==> src/rtl/core/u8d_pkg.sv <==
// Shared types, constants and byte classification for the UTF-8 stream decoder.
package u8d_pkg;

  localparam int CP_W            = 21;
  localparam int CNT_W           = 3;
  localparam int ERR_W           = 3;
  localparam int HOLD_DEPTH      = 3;
  localparam int HOLD_IDX_W      = 2;
  localparam int QUEUE_DEPTH_DEF = 4;

  localparam logic [CNT_W-1:0] LEN_BAD   = CNT_W'(0);
  localparam logic [CNT_W-1:0] LEN_ASCII = CNT_W'(1);
  localparam logic [CNT_W-1:0] LEN_TWO   = CNT_W'(2);
  localparam logic [CNT_W-1:0] LEN_THREE = CNT_W'(3);
  localparam logic [CNT_W-1:0] LEN_FOUR  = CNT_W'(4);

  typedef struct packed {
    logic [ERR_W-1:0] err_cnt;
    logic             has_valid;
    logic [CP_W-1:0]  cp;
    logic [CNT_W-1:0] vcnt;
    logic             fin;
  } step_t;

  function automatic logic [CNT_W-1:0] seq_len(input logic [7:0] b);
    logic [CNT_W-1:0] len;
    case (b) inside
      8'b0???????: len = LEN_ASCII;
      8'b110?????: len = LEN_TWO;
      8'b1110????: len = LEN_THREE;
      8'b11110???: len = LEN_FOUR;
      default:     len = LEN_BAD;
    endcase
    return len;
  endfunction

  function automatic logic is_cont(input logic [7:0] b);
    return b[7:6] == 2'b10;
  endfunction

endpackage

==> src/rtl/core/u8d_if.sv <==
// Valid/ready channel interfaces for input bytes and decoded results.
interface u8d_byte_if;
  logic       valid;
  logic       ready;
  logic [7:0] in_byte;
  logic       final_byte;

  modport source(output valid, output in_byte, output final_byte, input ready);
  modport sink(input valid, input in_byte, input final_byte, output ready);
endinterface

interface u8d_result_if;
  logic                         valid;
  logic                         ready;
  logic [u8d_pkg::CP_W-1:0]     code_point;
  logic                         valid_res;
  logic [u8d_pkg::CNT_W-1:0]    byte_count;
  logic                         last_of_run;
  logic                         text_done;

  modport source(output valid, output code_point, output valid_res, output byte_count,
                 output last_of_run, output text_done, input ready);
  modport sink(input valid, input code_point, input valid_res, input byte_count,
               input last_of_run, input text_done, output ready);
endinterface

==> src/rtl/core/utf8_stream_decoder_unit.sv <==
// Top level of the UTF-8 stream decoder: front end, step queue and result back end.
// The block takes one byte per cycle while its queue has room and returns one result
// transaction per cycle while the output is ready. A byte that completes a sequence or is
// a plain ASCII byte yields one result; a byte that breaks a pending sequence yields up to
// four results, which the back end sends one per cycle while the output is ready, so that
// byte holds the output until all are taken. The queue of QUEUE_DEPTH classified steps
// lets input flow while a burst drains; input ready drops only when the queue is full. A
// result goes via a queue entry and the output register; bytes that only extend a sequence give none.
module utf8_stream_decoder_unit #(
  parameter int QUEUE_DEPTH = u8d_pkg::QUEUE_DEPTH_DEF
) (
  input  logic          clk,
  input  logic          rst,
  u8d_byte_if.sink      bytes,
  u8d_result_if.source  results
);
  import u8d_pkg::*;

  logic  push;
  logic  full;
  logic  pop;
  logic  head_valid;
  step_t push_step;
  step_t head_step;

  u8d_front u_front (
    .clk   (clk),
    .rst   (rst),
    .bytes (bytes),
    .full  (full),
    .push  (push),
    .step  (push_step)
  );

  u8d_queue #(
    .DEPTH (QUEUE_DEPTH)
  ) u_queue (
    .clk        (clk),
    .rst        (rst),
    .push       (push),
    .push_step  (push_step),
    .full       (full),
    .pop        (pop),
    .head_valid (head_valid),
    .head_step  (head_step)
  );

  u8d_back u_back (
    .clk        (clk),
    .rst        (rst),
    .head_valid (head_valid),
    .head_step  (head_step),
    .pop        (pop),
    .results    (results)
  );

endmodule

==> src/rtl/core/u8d_front.sv <==
// Front end: accepts bytes, tracks the pending sequence and classifies each step.
module u8d_front (
  input  logic           clk,
  input  logic           rst,
  u8d_byte_if.sink       bytes,
  input  logic           full,
  output logic           push,
  output u8d_pkg::step_t step
);
  import u8d_pkg::*;

  logic [7:0]            held_bytes [HOLD_DEPTH];
  logic [HOLD_IDX_W-1:0] held_count;
  logic [HOLD_IDX_W-1:0] held_count_next;
  logic                  hold_we;
  logic [HOLD_IDX_W-1:0] hold_idx;
  logic                  accept;
  logic [7:0]            b;
  logic                  fin;
  logic [CNT_W-1:0]      lb;
  logic [CNT_W-1:0]      hl;
  logic [ERR_W-1:0]      pre;
  logic [CP_W-1:0]       cp_multi;

  assign bytes.ready = !full;
  assign accept      = bytes.valid && !full;
  assign b           = bytes.in_byte;
  assign fin         = bytes.final_byte;
  assign lb          = seq_len(b);
  assign hl          = seq_len(held_bytes[0]);
  assign pre         = {1'b0, held_count};

  always_comb begin
    case (hl)
      LEN_TWO:   cp_multi = CP_W'({held_bytes[0][4:0], b[5:0]});
      LEN_THREE: cp_multi = CP_W'({held_bytes[0][3:0], held_bytes[1][5:0], b[5:0]});
      LEN_FOUR:  cp_multi = CP_W'({held_bytes[0][2:0], held_bytes[1][5:0],
                                   held_bytes[2][5:0], b[5:0]});
      default:   cp_multi = '0;
    endcase
  end

  always_comb begin
    step.err_cnt    = '0;
    step.has_valid  = 1'b0;
    step.cp         = '0;
    step.vcnt       = LEN_ASCII;
    step.fin        = fin;
    held_count_next = '0;
    hold_we         = 1'b0;
    hold_idx        = '0;
    if (held_count == '0 || !is_cont(b)) begin
      step.err_cnt = pre;
      case (lb)
        LEN_ASCII: begin
          step.has_valid = 1'b1;
          step.cp        = CP_W'(b[6:0]);
        end
        LEN_BAD: begin
          step.err_cnt = pre + ERR_W'(1);
        end
        default: begin
          if (fin) begin
            step.err_cnt = pre + ERR_W'(1);
          end else begin
            hold_we         = 1'b1;
            held_count_next = HOLD_IDX_W'(1);
          end
        end
      endcase
    end else if (pre + ERR_W'(1) == hl) begin
      step.has_valid = 1'b1;
      step.cp        = cp_multi;
      step.vcnt      = hl;
    end else if (fin) begin
      step.err_cnt = pre + ERR_W'(1);
    end else begin
      hold_we         = 1'b1;
      hold_idx        = held_count;
      held_count_next = held_count + HOLD_IDX_W'(1);
    end
  end

  assign push = accept && (step.err_cnt != '0 || step.has_valid);

  always_ff @(posedge clk) begin
    if (rst) begin
      held_count <= '0;
    end else if (accept) begin
      held_count <= held_count_next;
    end
  end

  always_ff @(posedge clk) begin
    if (accept && hold_we) begin
      held_bytes[hold_idx] <= b;
    end
  end

endmodule

==> src/rtl/core/u8d_queue.sv <==
// Short queue of classified steps between the front and back ends.
module u8d_queue #(
  parameter int DEPTH = u8d_pkg::QUEUE_DEPTH_DEF
) (
  input  logic           clk,
  input  logic           rst,
  input  logic           push,
  input  u8d_pkg::step_t push_step,
  output logic           full,
  input  logic           pop,
  output logic           head_valid,
  output u8d_pkg::step_t head_step
);
  import u8d_pkg::*;

  localparam int PTR_W = (DEPTH > 1) ? $clog2(DEPTH) : 1;
  localparam int FILL_W = $clog2(DEPTH + 1);

  step_t              entries [DEPTH];
  logic [PTR_W-1:0]   wr_ptr;
  logic [PTR_W-1:0]   rd_ptr;
  logic [FILL_W-1:0]  fill;
  logic               do_push;
  logic               do_pop;

  assign full       = fill == FILL_W'(DEPTH);
  assign head_valid = fill != '0;
  assign head_step  = entries[rd_ptr];
  assign do_push    = push && !full;
  assign do_pop     = pop && head_valid;

  always_ff @(posedge clk) begin
    if (rst) begin
      wr_ptr <= '0;
      rd_ptr <= '0;
      fill   <= '0;
    end else begin
      if (do_push) begin
        wr_ptr <= (wr_ptr == PTR_W'(DEPTH - 1)) ? '0 : wr_ptr + PTR_W'(1);
      end
      if (do_pop) begin
        rd_ptr <= (rd_ptr == PTR_W'(DEPTH - 1)) ? '0 : rd_ptr + PTR_W'(1);
      end
      if (do_push && !do_pop) begin
        fill <= fill + FILL_W'(1);
      end else if (do_pop && !do_push) begin
        fill <= fill - FILL_W'(1);
      end
    end
  end

  always_ff @(posedge clk) begin
    if (do_push) begin
      entries[wr_ptr] <= push_step;
    end
  end

endmodule

==> src/rtl/core/u8d_back.sv <==
// Back end: expands each queued step into result transactions on a registered output.
module u8d_back (
  input  logic           clk,
  input  logic           rst,
  input  logic           head_valid,
  input  u8d_pkg::step_t head_step,
  output logic           pop,
  u8d_result_if.source   results
);
  import u8d_pkg::*;

  logic [ERR_W-1:0] sent;
  logic             load;
  logic             emit;
  logic             is_err;
  logic             last;

  assign load   = !results.valid || results.ready;
  assign emit   = load && head_valid;
  assign is_err = sent < head_step.err_cnt;
  assign last   = is_err ? (sent + ERR_W'(1) == head_step.err_cnt && !head_step.has_valid)
                         : 1'b1;
  assign pop    = emit && last;

  always_ff @(posedge clk) begin
    if (rst) begin
      results.valid <= 1'b0;
      sent          <= '0;
    end else begin
      if (load) begin
        results.valid <= head_valid;
      end
      if (emit) begin
        sent <= last ? '0 : sent + ERR_W'(1);
      end
    end
  end

  always_ff @(posedge clk) begin
    if (emit) begin
      results.code_point  <= is_err ? '0 : head_step.cp;
      results.valid_res   <= !is_err;
      results.byte_count  <= is_err ? LEN_ASCII : head_step.vcnt;
      results.last_of_run <= last;
      results.text_done   <= last && head_step.fin;
    end
  end

endmodule

==> src/flat_wrapper.sv <==
// flat-port wrapper written by rule: the top's interface ports become plain ports
module utf8_stream_decoder_unit_flat import u8d_pkg::*;
#(
  parameter int QUEUE_DEPTH = u8d_pkg::QUEUE_DEPTH_DEF
)
  (clk, rst, bytes_valid, bytes_in_byte, bytes_final_byte, bytes_ready, results_valid, results_code_point, results_valid_res, results_byte_count, results_last_of_run, results_text_done, results_ready);
  u8d_byte_if bytes_i ();
  u8d_result_if results_i ();
  input  logic clk;
  input  logic rst;
  input wire logic [$bits(bytes_i.valid)-1:0] bytes_valid;
  input wire logic [$bits(bytes_i.in_byte)-1:0] bytes_in_byte;
  input wire logic [$bits(bytes_i.final_byte)-1:0] bytes_final_byte;
  output wire logic [$bits(bytes_i.ready)-1:0] bytes_ready;
  output wire logic [$bits(results_i.valid)-1:0] results_valid;
  output wire logic [$bits(results_i.code_point)-1:0] results_code_point;
  output wire logic [$bits(results_i.valid_res)-1:0] results_valid_res;
  output wire logic [$bits(results_i.byte_count)-1:0] results_byte_count;
  output wire logic [$bits(results_i.last_of_run)-1:0] results_last_of_run;
  output wire logic [$bits(results_i.text_done)-1:0] results_text_done;
  input wire logic [$bits(results_i.ready)-1:0] results_ready;
  assign bytes_i.valid = bytes_valid;
  assign bytes_i.in_byte = bytes_in_byte;
  assign bytes_i.final_byte = bytes_final_byte;
  assign bytes_ready = bytes_i.ready;
  assign results_valid = results_i.valid;
  assign results_code_point = results_i.code_point;
  assign results_valid_res = results_i.valid_res;
  assign results_byte_count = results_i.byte_count;
  assign results_last_of_run = results_i.last_of_run;
  assign results_text_done = results_i.text_done;
  assign results_i.ready = results_ready;
  utf8_stream_decoder_unit #(.QUEUE_DEPTH(QUEUE_DEPTH)) u_core (.clk(clk), .rst(rst), .bytes(bytes_i), .results(results_i));
endmodule
==> config.mk <==
export PLATFORM = sky130hd
export DESIGN_NAME = utf8_stream_decoder_unit_flat
export DESIGN_NICKNAME = d
export VERILOG_FILES = /design/src/rtl/core/u8d_pkg.sv /design/src/rtl/core/u8d_if.sv /design/src/rtl/core/utf8_stream_decoder_unit.sv /design/src/rtl/core/u8d_front.sv /design/src/rtl/core/u8d_queue.sv /design/src/rtl/core/u8d_back.sv /design/src/flat_wrapper.sv
export SDC_FILE = /design/constraint.sdc
export NUM_CORES = 1
export LEC_CHECK = 0
export BUFFER_PORTS_ARGS = -buffer_cell sky130_fd_sc_hd__buf_4
export CORE_MARGIN = 1
export CORE_UTILIZATION = 28
export DETAILED_ROUTE_END_ITERATION = 10
export PLACE_DENSITY = 0.47
export REMOVE_ABC_BUFFERS = 1
export SETUP_SLACK_MARGIN = 0.1
export SLEW_MARGIN = 15
export SYNTH_ARGS = -nofsm -noshare
export SYNTH_HDL_FRONTEND = slang
export SYNTH_SLANG_ARGS = --single-unit
==> constraint.sdc <==
create_clock -name clk -period 6.3 [get_ports clk]
set_input_delay 1.26 -clock clk [delete_from_list [all_inputs] [get_ports clk]]
set_output_delay 1.26 -clock clk [all_outputs]
set_load 0.02 [all_outputs]
== After elaboration in Yosys (flattened, before gate mapping) ==
Memories as Yosys holds them, arrays and structs flattened. A register that Yosys moved wholly into a read port is not among the register bits.
Cells that the tools add are included.
Widths: inputs -> output; s select.

* Bits in read-only memories: 0
* Memories: 2
* Bits in writable memories: 140
* Latch bits: 0
* Register bits: 40
* Bits of input ports: 13
* Word-level logic and storage cells: 105

{| class="wikitable"
|+ Memories
! memory !! words !! bits a word !! read ports !! clocked after memory_dff !! wr ports !! line !! text
|-
| u_core.u_queue.entries || 4 || 29 || 1 || 1 || 1 || u8d_queue.sv:19 || <nowiki>step_t entries [DEPTH];</nowiki>
|-
| u_core.u_front.held_bytes || 3 || 8 || 3 || 0 || 1 || u8d_front.sv:12 || <nowiki>logic [7:0] held_bytes [HOLD_DEPTH];</nowiki>
|}

* $lt $le $gt $ge: 1
* Div/mod/pow operators: 0
* Reduce and logical (&&, ||, !) cells: 27
* Bitwise logic cells: 0
* $mul: 0
* $add $sub $neg: 7
* Muxes and demuxes: 41
* Shift-type cells: 0
* Equality and inequality tests: 16

{| class="wikitable"
|+ Operator list
! kind !! count
|-
| $pmux 21 s3 || 1
|-
| $mux 25 || 2
|-
| $mux 3 || 15
|-
| $mux 22 || 1
|-
| $mux 2 || 10
|-
| $eq 3x3->1 const B || 4
|-
| $logic_and 1x1->1 || 11
|-
| $mux 1 || 11
|-
| $eq 5x5->1 const B || 2
|-
| $eq 4x4->1 const B || 2
|-
| $logic_not 1->1 || 7
|-
| $add 2x1->2 const B || 3
|-
| $add 3x1->3 const B || 2
|-
| $eq 2x2->1 const B || 3
|-
| $eq 3x2->1 const B || 2
|-
| $eq 3x3->1 || 2
|-
| $pmux 3 s2 || 1
|-
| $reduce_bool 3->1 || 2
|-
| $add 2x1->3 const B || 1
|-
| $eq 3x1->1 const B || 1
|-
| $logic_not 3->1 || 1
|-
| $logic_or 1x1->1 || 3
|-
| $lt 3x3->1 || 1
|-
| $sub 3x1->3 const B || 1
|-
| other kinds (3) || 3
|}

== Logic depth before layout (Yosys ltp) ==
An unclocked memory read counts as a cell.

* Depth in word-level cells: 18
* Depth in mapped cells: 14
* Gate-level depth less buffers: 13

== By module ==
From an unflattened synthesis, not the netlist that was laid out.

* Cell total of the unflattened synthesis: 440
* Area total of the unflattened synthesis: 7447.1 µm²

{| class="wikitable"
|+ By module, submodules not included
! module !! instances !! area an instance (µm²) !! cells each
|-
| u8d_queue || 1 || 4702.0 || 201
|-
| u8d_front || 1 || 1436.4 || 150
|-
| u8d_back || 1 || 1308.8 || 89
|}

== Least setup slack after synthesis ==
OpenSTA, ideal clock, no wires.

* Path kind: register -> register
* Start point: register (tool-made name)
* End point: register u_core.u_queue.fill[2]
* Path buffers: 2
* Data arrival time: 3.523 ns
* Clock period less this slack: 3.593 ns
* Slack: 2.707 ns
* Cell stages (with the launch flop): 14
* Path through: dfxtp_1 -> buf_6 -> buf_1 -> mux4_2 -> ha_1 -> or2_1 -> o311ai_4 -> nand2_4 -> ha_1 -> inv_1 -> fa_1 -> xor2_1 -> or3_1 -> a21oi_1

{| class="wikitable"
|+ RTL lines
! element !! line !! text
|-
| to (signal assigned) || u8d_queue.sv:45 || <nowiki>fill <= fill + FILL_W'(1);</nowiki>
|-
| to (signal assigned) || u8d_queue.sv:47 || <nowiki>fill <= fill - FILL_W'(1);</nowiki>
|-
| to (decl) || u8d_queue.sv:22 || <nowiki>logic [FILL_W-1:0] fill;</nowiki>
|}

==> flow_summary.toml <==
[detailed_routing]
drc_errors = 0
drt.antenna.violating_nets = 0
routedWlPerCell_um = 17.4
totalWireLength_um = 14400
num_vias = 3801
routed_via_density = 4.60
drtPass1Iterations = 5
1st_iter_drt_viols = 232

[final_layout]
mostFrequentLayoutCell = "sky130_fd_sc_hd__edfxtp_1"
layout_common_cells = "sky130_fd_sc_hd__edfxtp_1 (163), sky130_fd_sc_hd__buf_4 (44), sky130_fd_sc_hd__nor2b_1 (31)"
multi_input_area_um2 = 2000
area_growth_pct = 17.6
layout.cell_area.non_filler_um2 = 8590
final-seq-area_um2 = 5200
fillCellCount = 2470
finalNetCount = 513
insertedDiodeCount = 0
stdcell_count = 827
layout-drive-gt1-share_pct = 22.7

[setup_path]
worst_r2r_path_depth = 13
cp-start-kind = "flop"
crit_fanout = 29
path_class = "flop to flop"
worst-endpoint-required_ns = 6.66
setup.worst_path.end_class = "flop"
worstPathArrival_ns = 4.11

[timing]
setup_tns_ns = 0
least_margin_pin_slew_ns = 1.20
finalSetupViolations = 0
report.final.hold_viol_count = 0
layout_worst_path_cycle_share_pct = 59.4
report.final.slew_viol_count = 0
unrepaired_setup_endpoints_after_global_routing = "false"
worst_slew_margin_rel_pct = 19.3
fin_skew_ns = 0.0127
fmax_mhz = 267
whs_ns = 0.478
layout_min_cycle_time_ns = 3.74

[synthesis]
yosysUniqueCellTypes = 50
ys_async_sr_fraction_pct = 0
yosysWarningCount = 0
ys_seq_area_share_pct = 71.2
synthesis.area_per_instance_um2 = 16.9
synth_cells = 433
yosys_register_bits = 178
synthFlopType = "sky130_fd_sc_hd__edfxtp_1"
synth_edf_count = 163
netlist_area_um2 = 7300

[clock_tree]
clock_latency_ns = 0.43
cts.path.max_buffers = 2
cts_buffers = 17
ctsResizeCount = 0
h_tree_depth = 4
cts_setup_buffers = 0
clock_sinks = 178
clk_transition_reported_paths_ns = 0.07
cts-hold-fix-buffers = 0
clock_tree_from_tritoncts = "done"
clk_tree_root_cell = "sky130_fd_sc_hd__clkbuf_16"

[grt]
gr-total-overflow = 0
grt_pass1_wl_um = 22700
grt_antenna_before_repair = 0
gr-usage-all-layers_pct = 11.6
grt_start_max_net_pins = 32
number_of_global_route_vias_before_repair = 3966

[min_path]
hp-class = "flop to flop"
hold_depth = 2

[outcome]
outcome = "completed"

[die]
core-area_um2 = 25400
io_pins = 42
fp.dieArea_um2 = 26700
rows = 58
initial_core_util_pct = 28.7
fp.dieW_um = 163
chipHeight_um = 163

[power]
pwr_density_cell_nw_per_um2 = 414
p_leak_uw = 0.00288
power.ir.vdd_worst_mv = 0.173

[placement]
placement.io_buffers = 41
postPlaceCellArea_um2 = 8000
hpwlAfterDp_um = 9180
numPlacedInstances = 795
routabilityCongestion = 0.816

[run]
cap_viol_max_count = 0
==> kinds of logic after synthesis <==
kind of cell,after synthesis,share of synthesized area [%]
fa+ha+maj,16,2.85
mux,34,9.86
xor+xnor,6,0.720
flops,178,71.2
compound gates,44,4.44
buf+inv,28,1.54
simple gates,127,9.43
==> worst max-delay path, cell delays in order, from the launching register on <==
cell	delay [ns]
sky130_fd_sc_hd__dfxtp_2	0.86
sky130_fd_sc_hd__mux4_2	0.44
sky130_fd_sc_hd__inv_1	0.07
sky130_fd_sc_hd__ha_1	0.21
sky130_fd_sc_hd__nor2b_1	0.13
sky130_fd_sc_hd__o21ai_0	0.33
sky130_fd_sc_hd__o311ai_4	0.25
sky130_fd_sc_hd__nand2_4	0.14
sky130_fd_sc_hd__ha_1	0.18
sky130_fd_sc_hd__inv_1	0.06
sky130_fd_sc_hd__fa_1	0.37
sky130_fd_sc_hd__xor2_1	0.18
sky130_fd_sc_hd__or3_1	0.32
sky130_fd_sc_hd__a21oi_1	0.15
==> synth_stat cells, types with 2 or more instances <==
library cell	n	area, um^2
sky130_fd_sc_hd__nor4_1	2	12.5
sky130_fd_sc_hd__nand3b_1	2	15.0
sky130_fd_sc_hd__a32o_1	2	20.0
sky130_fd_sc_hd__xor2_1	3	26.3
sky130_fd_sc_hd__nor2_1	28	105
sky130_fd_sc_hd__nand3_1	6	30.0
sky130_fd_sc_hd__buf_1	3	11.3
sky130_fd_sc_hd__nor3_1	4	20.0
sky130_fd_sc_hd__edfxtp_1	163	4890
sky130_fd_sc_hd__or2_2	2	12.5
sky130_fd_sc_hd__o21ai_0	6	30.0
sky130_fd_sc_hd__a22oi_1	7	52.6
sky130_fd_sc_hd__xnor2_1	3	26.3
sky130_fd_sc_hd__dfxtp_1	15	300
sky130_fd_sc_hd__inv_1	16	60.1
sky130_fd_sc_hd__mux2i_1	4	40.0
sky130_fd_sc_hd__clkbuf_1	8	30.0
sky130_fd_sc_hd__nand2_1	19	71.3
sky130_fd_sc_hd__a21oi_1	14	70.1
sky130_fd_sc_hd__or3_1	2	12.5
sky130_fd_sc_hd__ha_1	15	188
sky130_fd_sc_hd__mux4_2	25	563
sky130_fd_sc_hd__a21o_1	2	15.0
sky130_fd_sc_hd__nor2b_1	31	194
sky130_fd_sc_hd__a211oi_1	2	15.0
sky130_fd_sc_hd__and2_1	19	119
sky130_fd_sc_hd__nand2b_1	4	25.0
sky130_fd_sc_hd__mux4_1	4	105
==> routing by layer <==
layer  track usage [%]  share of wire, %
met5                 0                 0
met4              5.30               2.0
met3              2.36               4.1
met2              18.7                47
met1              15.2                47
==> where the power goes <==
part	internal [uW]	switching [uW]	total, uW
clock	592	453	1040
combinational	376	527	904
sequential	1530	71.4	1610
==> state kept, by name (all words and copies together) (netlist names), named ones only <==
register and count:
u_core.u_back.results.byte_count 3, u_core.u_back.results.code_point 21, u_core.u_back.results.last_of_run 1, u_core.u_back.results.text_done 1
u_core.u_back.results.valid 1, u_core.u_back.results.valid_res 1, u_core.u_back.sent 3, u_core.u_front.held_bytes 20
u_core.u_front.held_count 2, u_core.u_queue.entries 116, u_core.u_queue.fill 3, u_core.u_queue.rd_ptr 2
u_core.u_queue.wr_ptr 2
==> layout make-up <==
| class | instances | area share (%) |
|---|---|---|
| multi-input combinational | 227 | 23.3 |
| timing repair buffer | 44 | 3.85 |
| clock buffer | 19 | 5.04 |
| tap | 330 | 4.81 |
| sequential | 178 | 60.5 |
| clock inverter | 13 | 1.75 |
| inverter | 16 | 0.699 |
==> metrics by stage <==
step / util [%] / setup WS [ns] / total power (uW)
finish: 33.8 / 2.56 / 3550
global route: 33.8 / 2.28 / 3740
CTS: 33.8 / 2.48 / 3630
detailed placement: 31.5 / 2.40 / 2580
global placement: 31.5 / 2.50 / 2560
floorplan: - / 2.10 / 2230
==> path summary, 6_finish.rpt <==
path,startpoint,endpoint,slack (ns)
setup reg to reg,flop,u_core.u_queue.fill[2]$_SDFFE_PP0P_,2.56
hold reg to reg,u_core.u_back.results.valid$_SDFFE_PP0N_,u_core.u_back.results.valid$_SDFFE_PP0N_,0.48
hold / removal,u_core.u_back.results.valid$_SDFFE_PP0N_,u_core.u_back.results.valid$_SDFFE_PP0N_,0.48
setup / recovery,flop,u_core.u_queue.fill[2]$_SDFFE_PP0P_,2.56
Power figures use the tool's default switching activity.
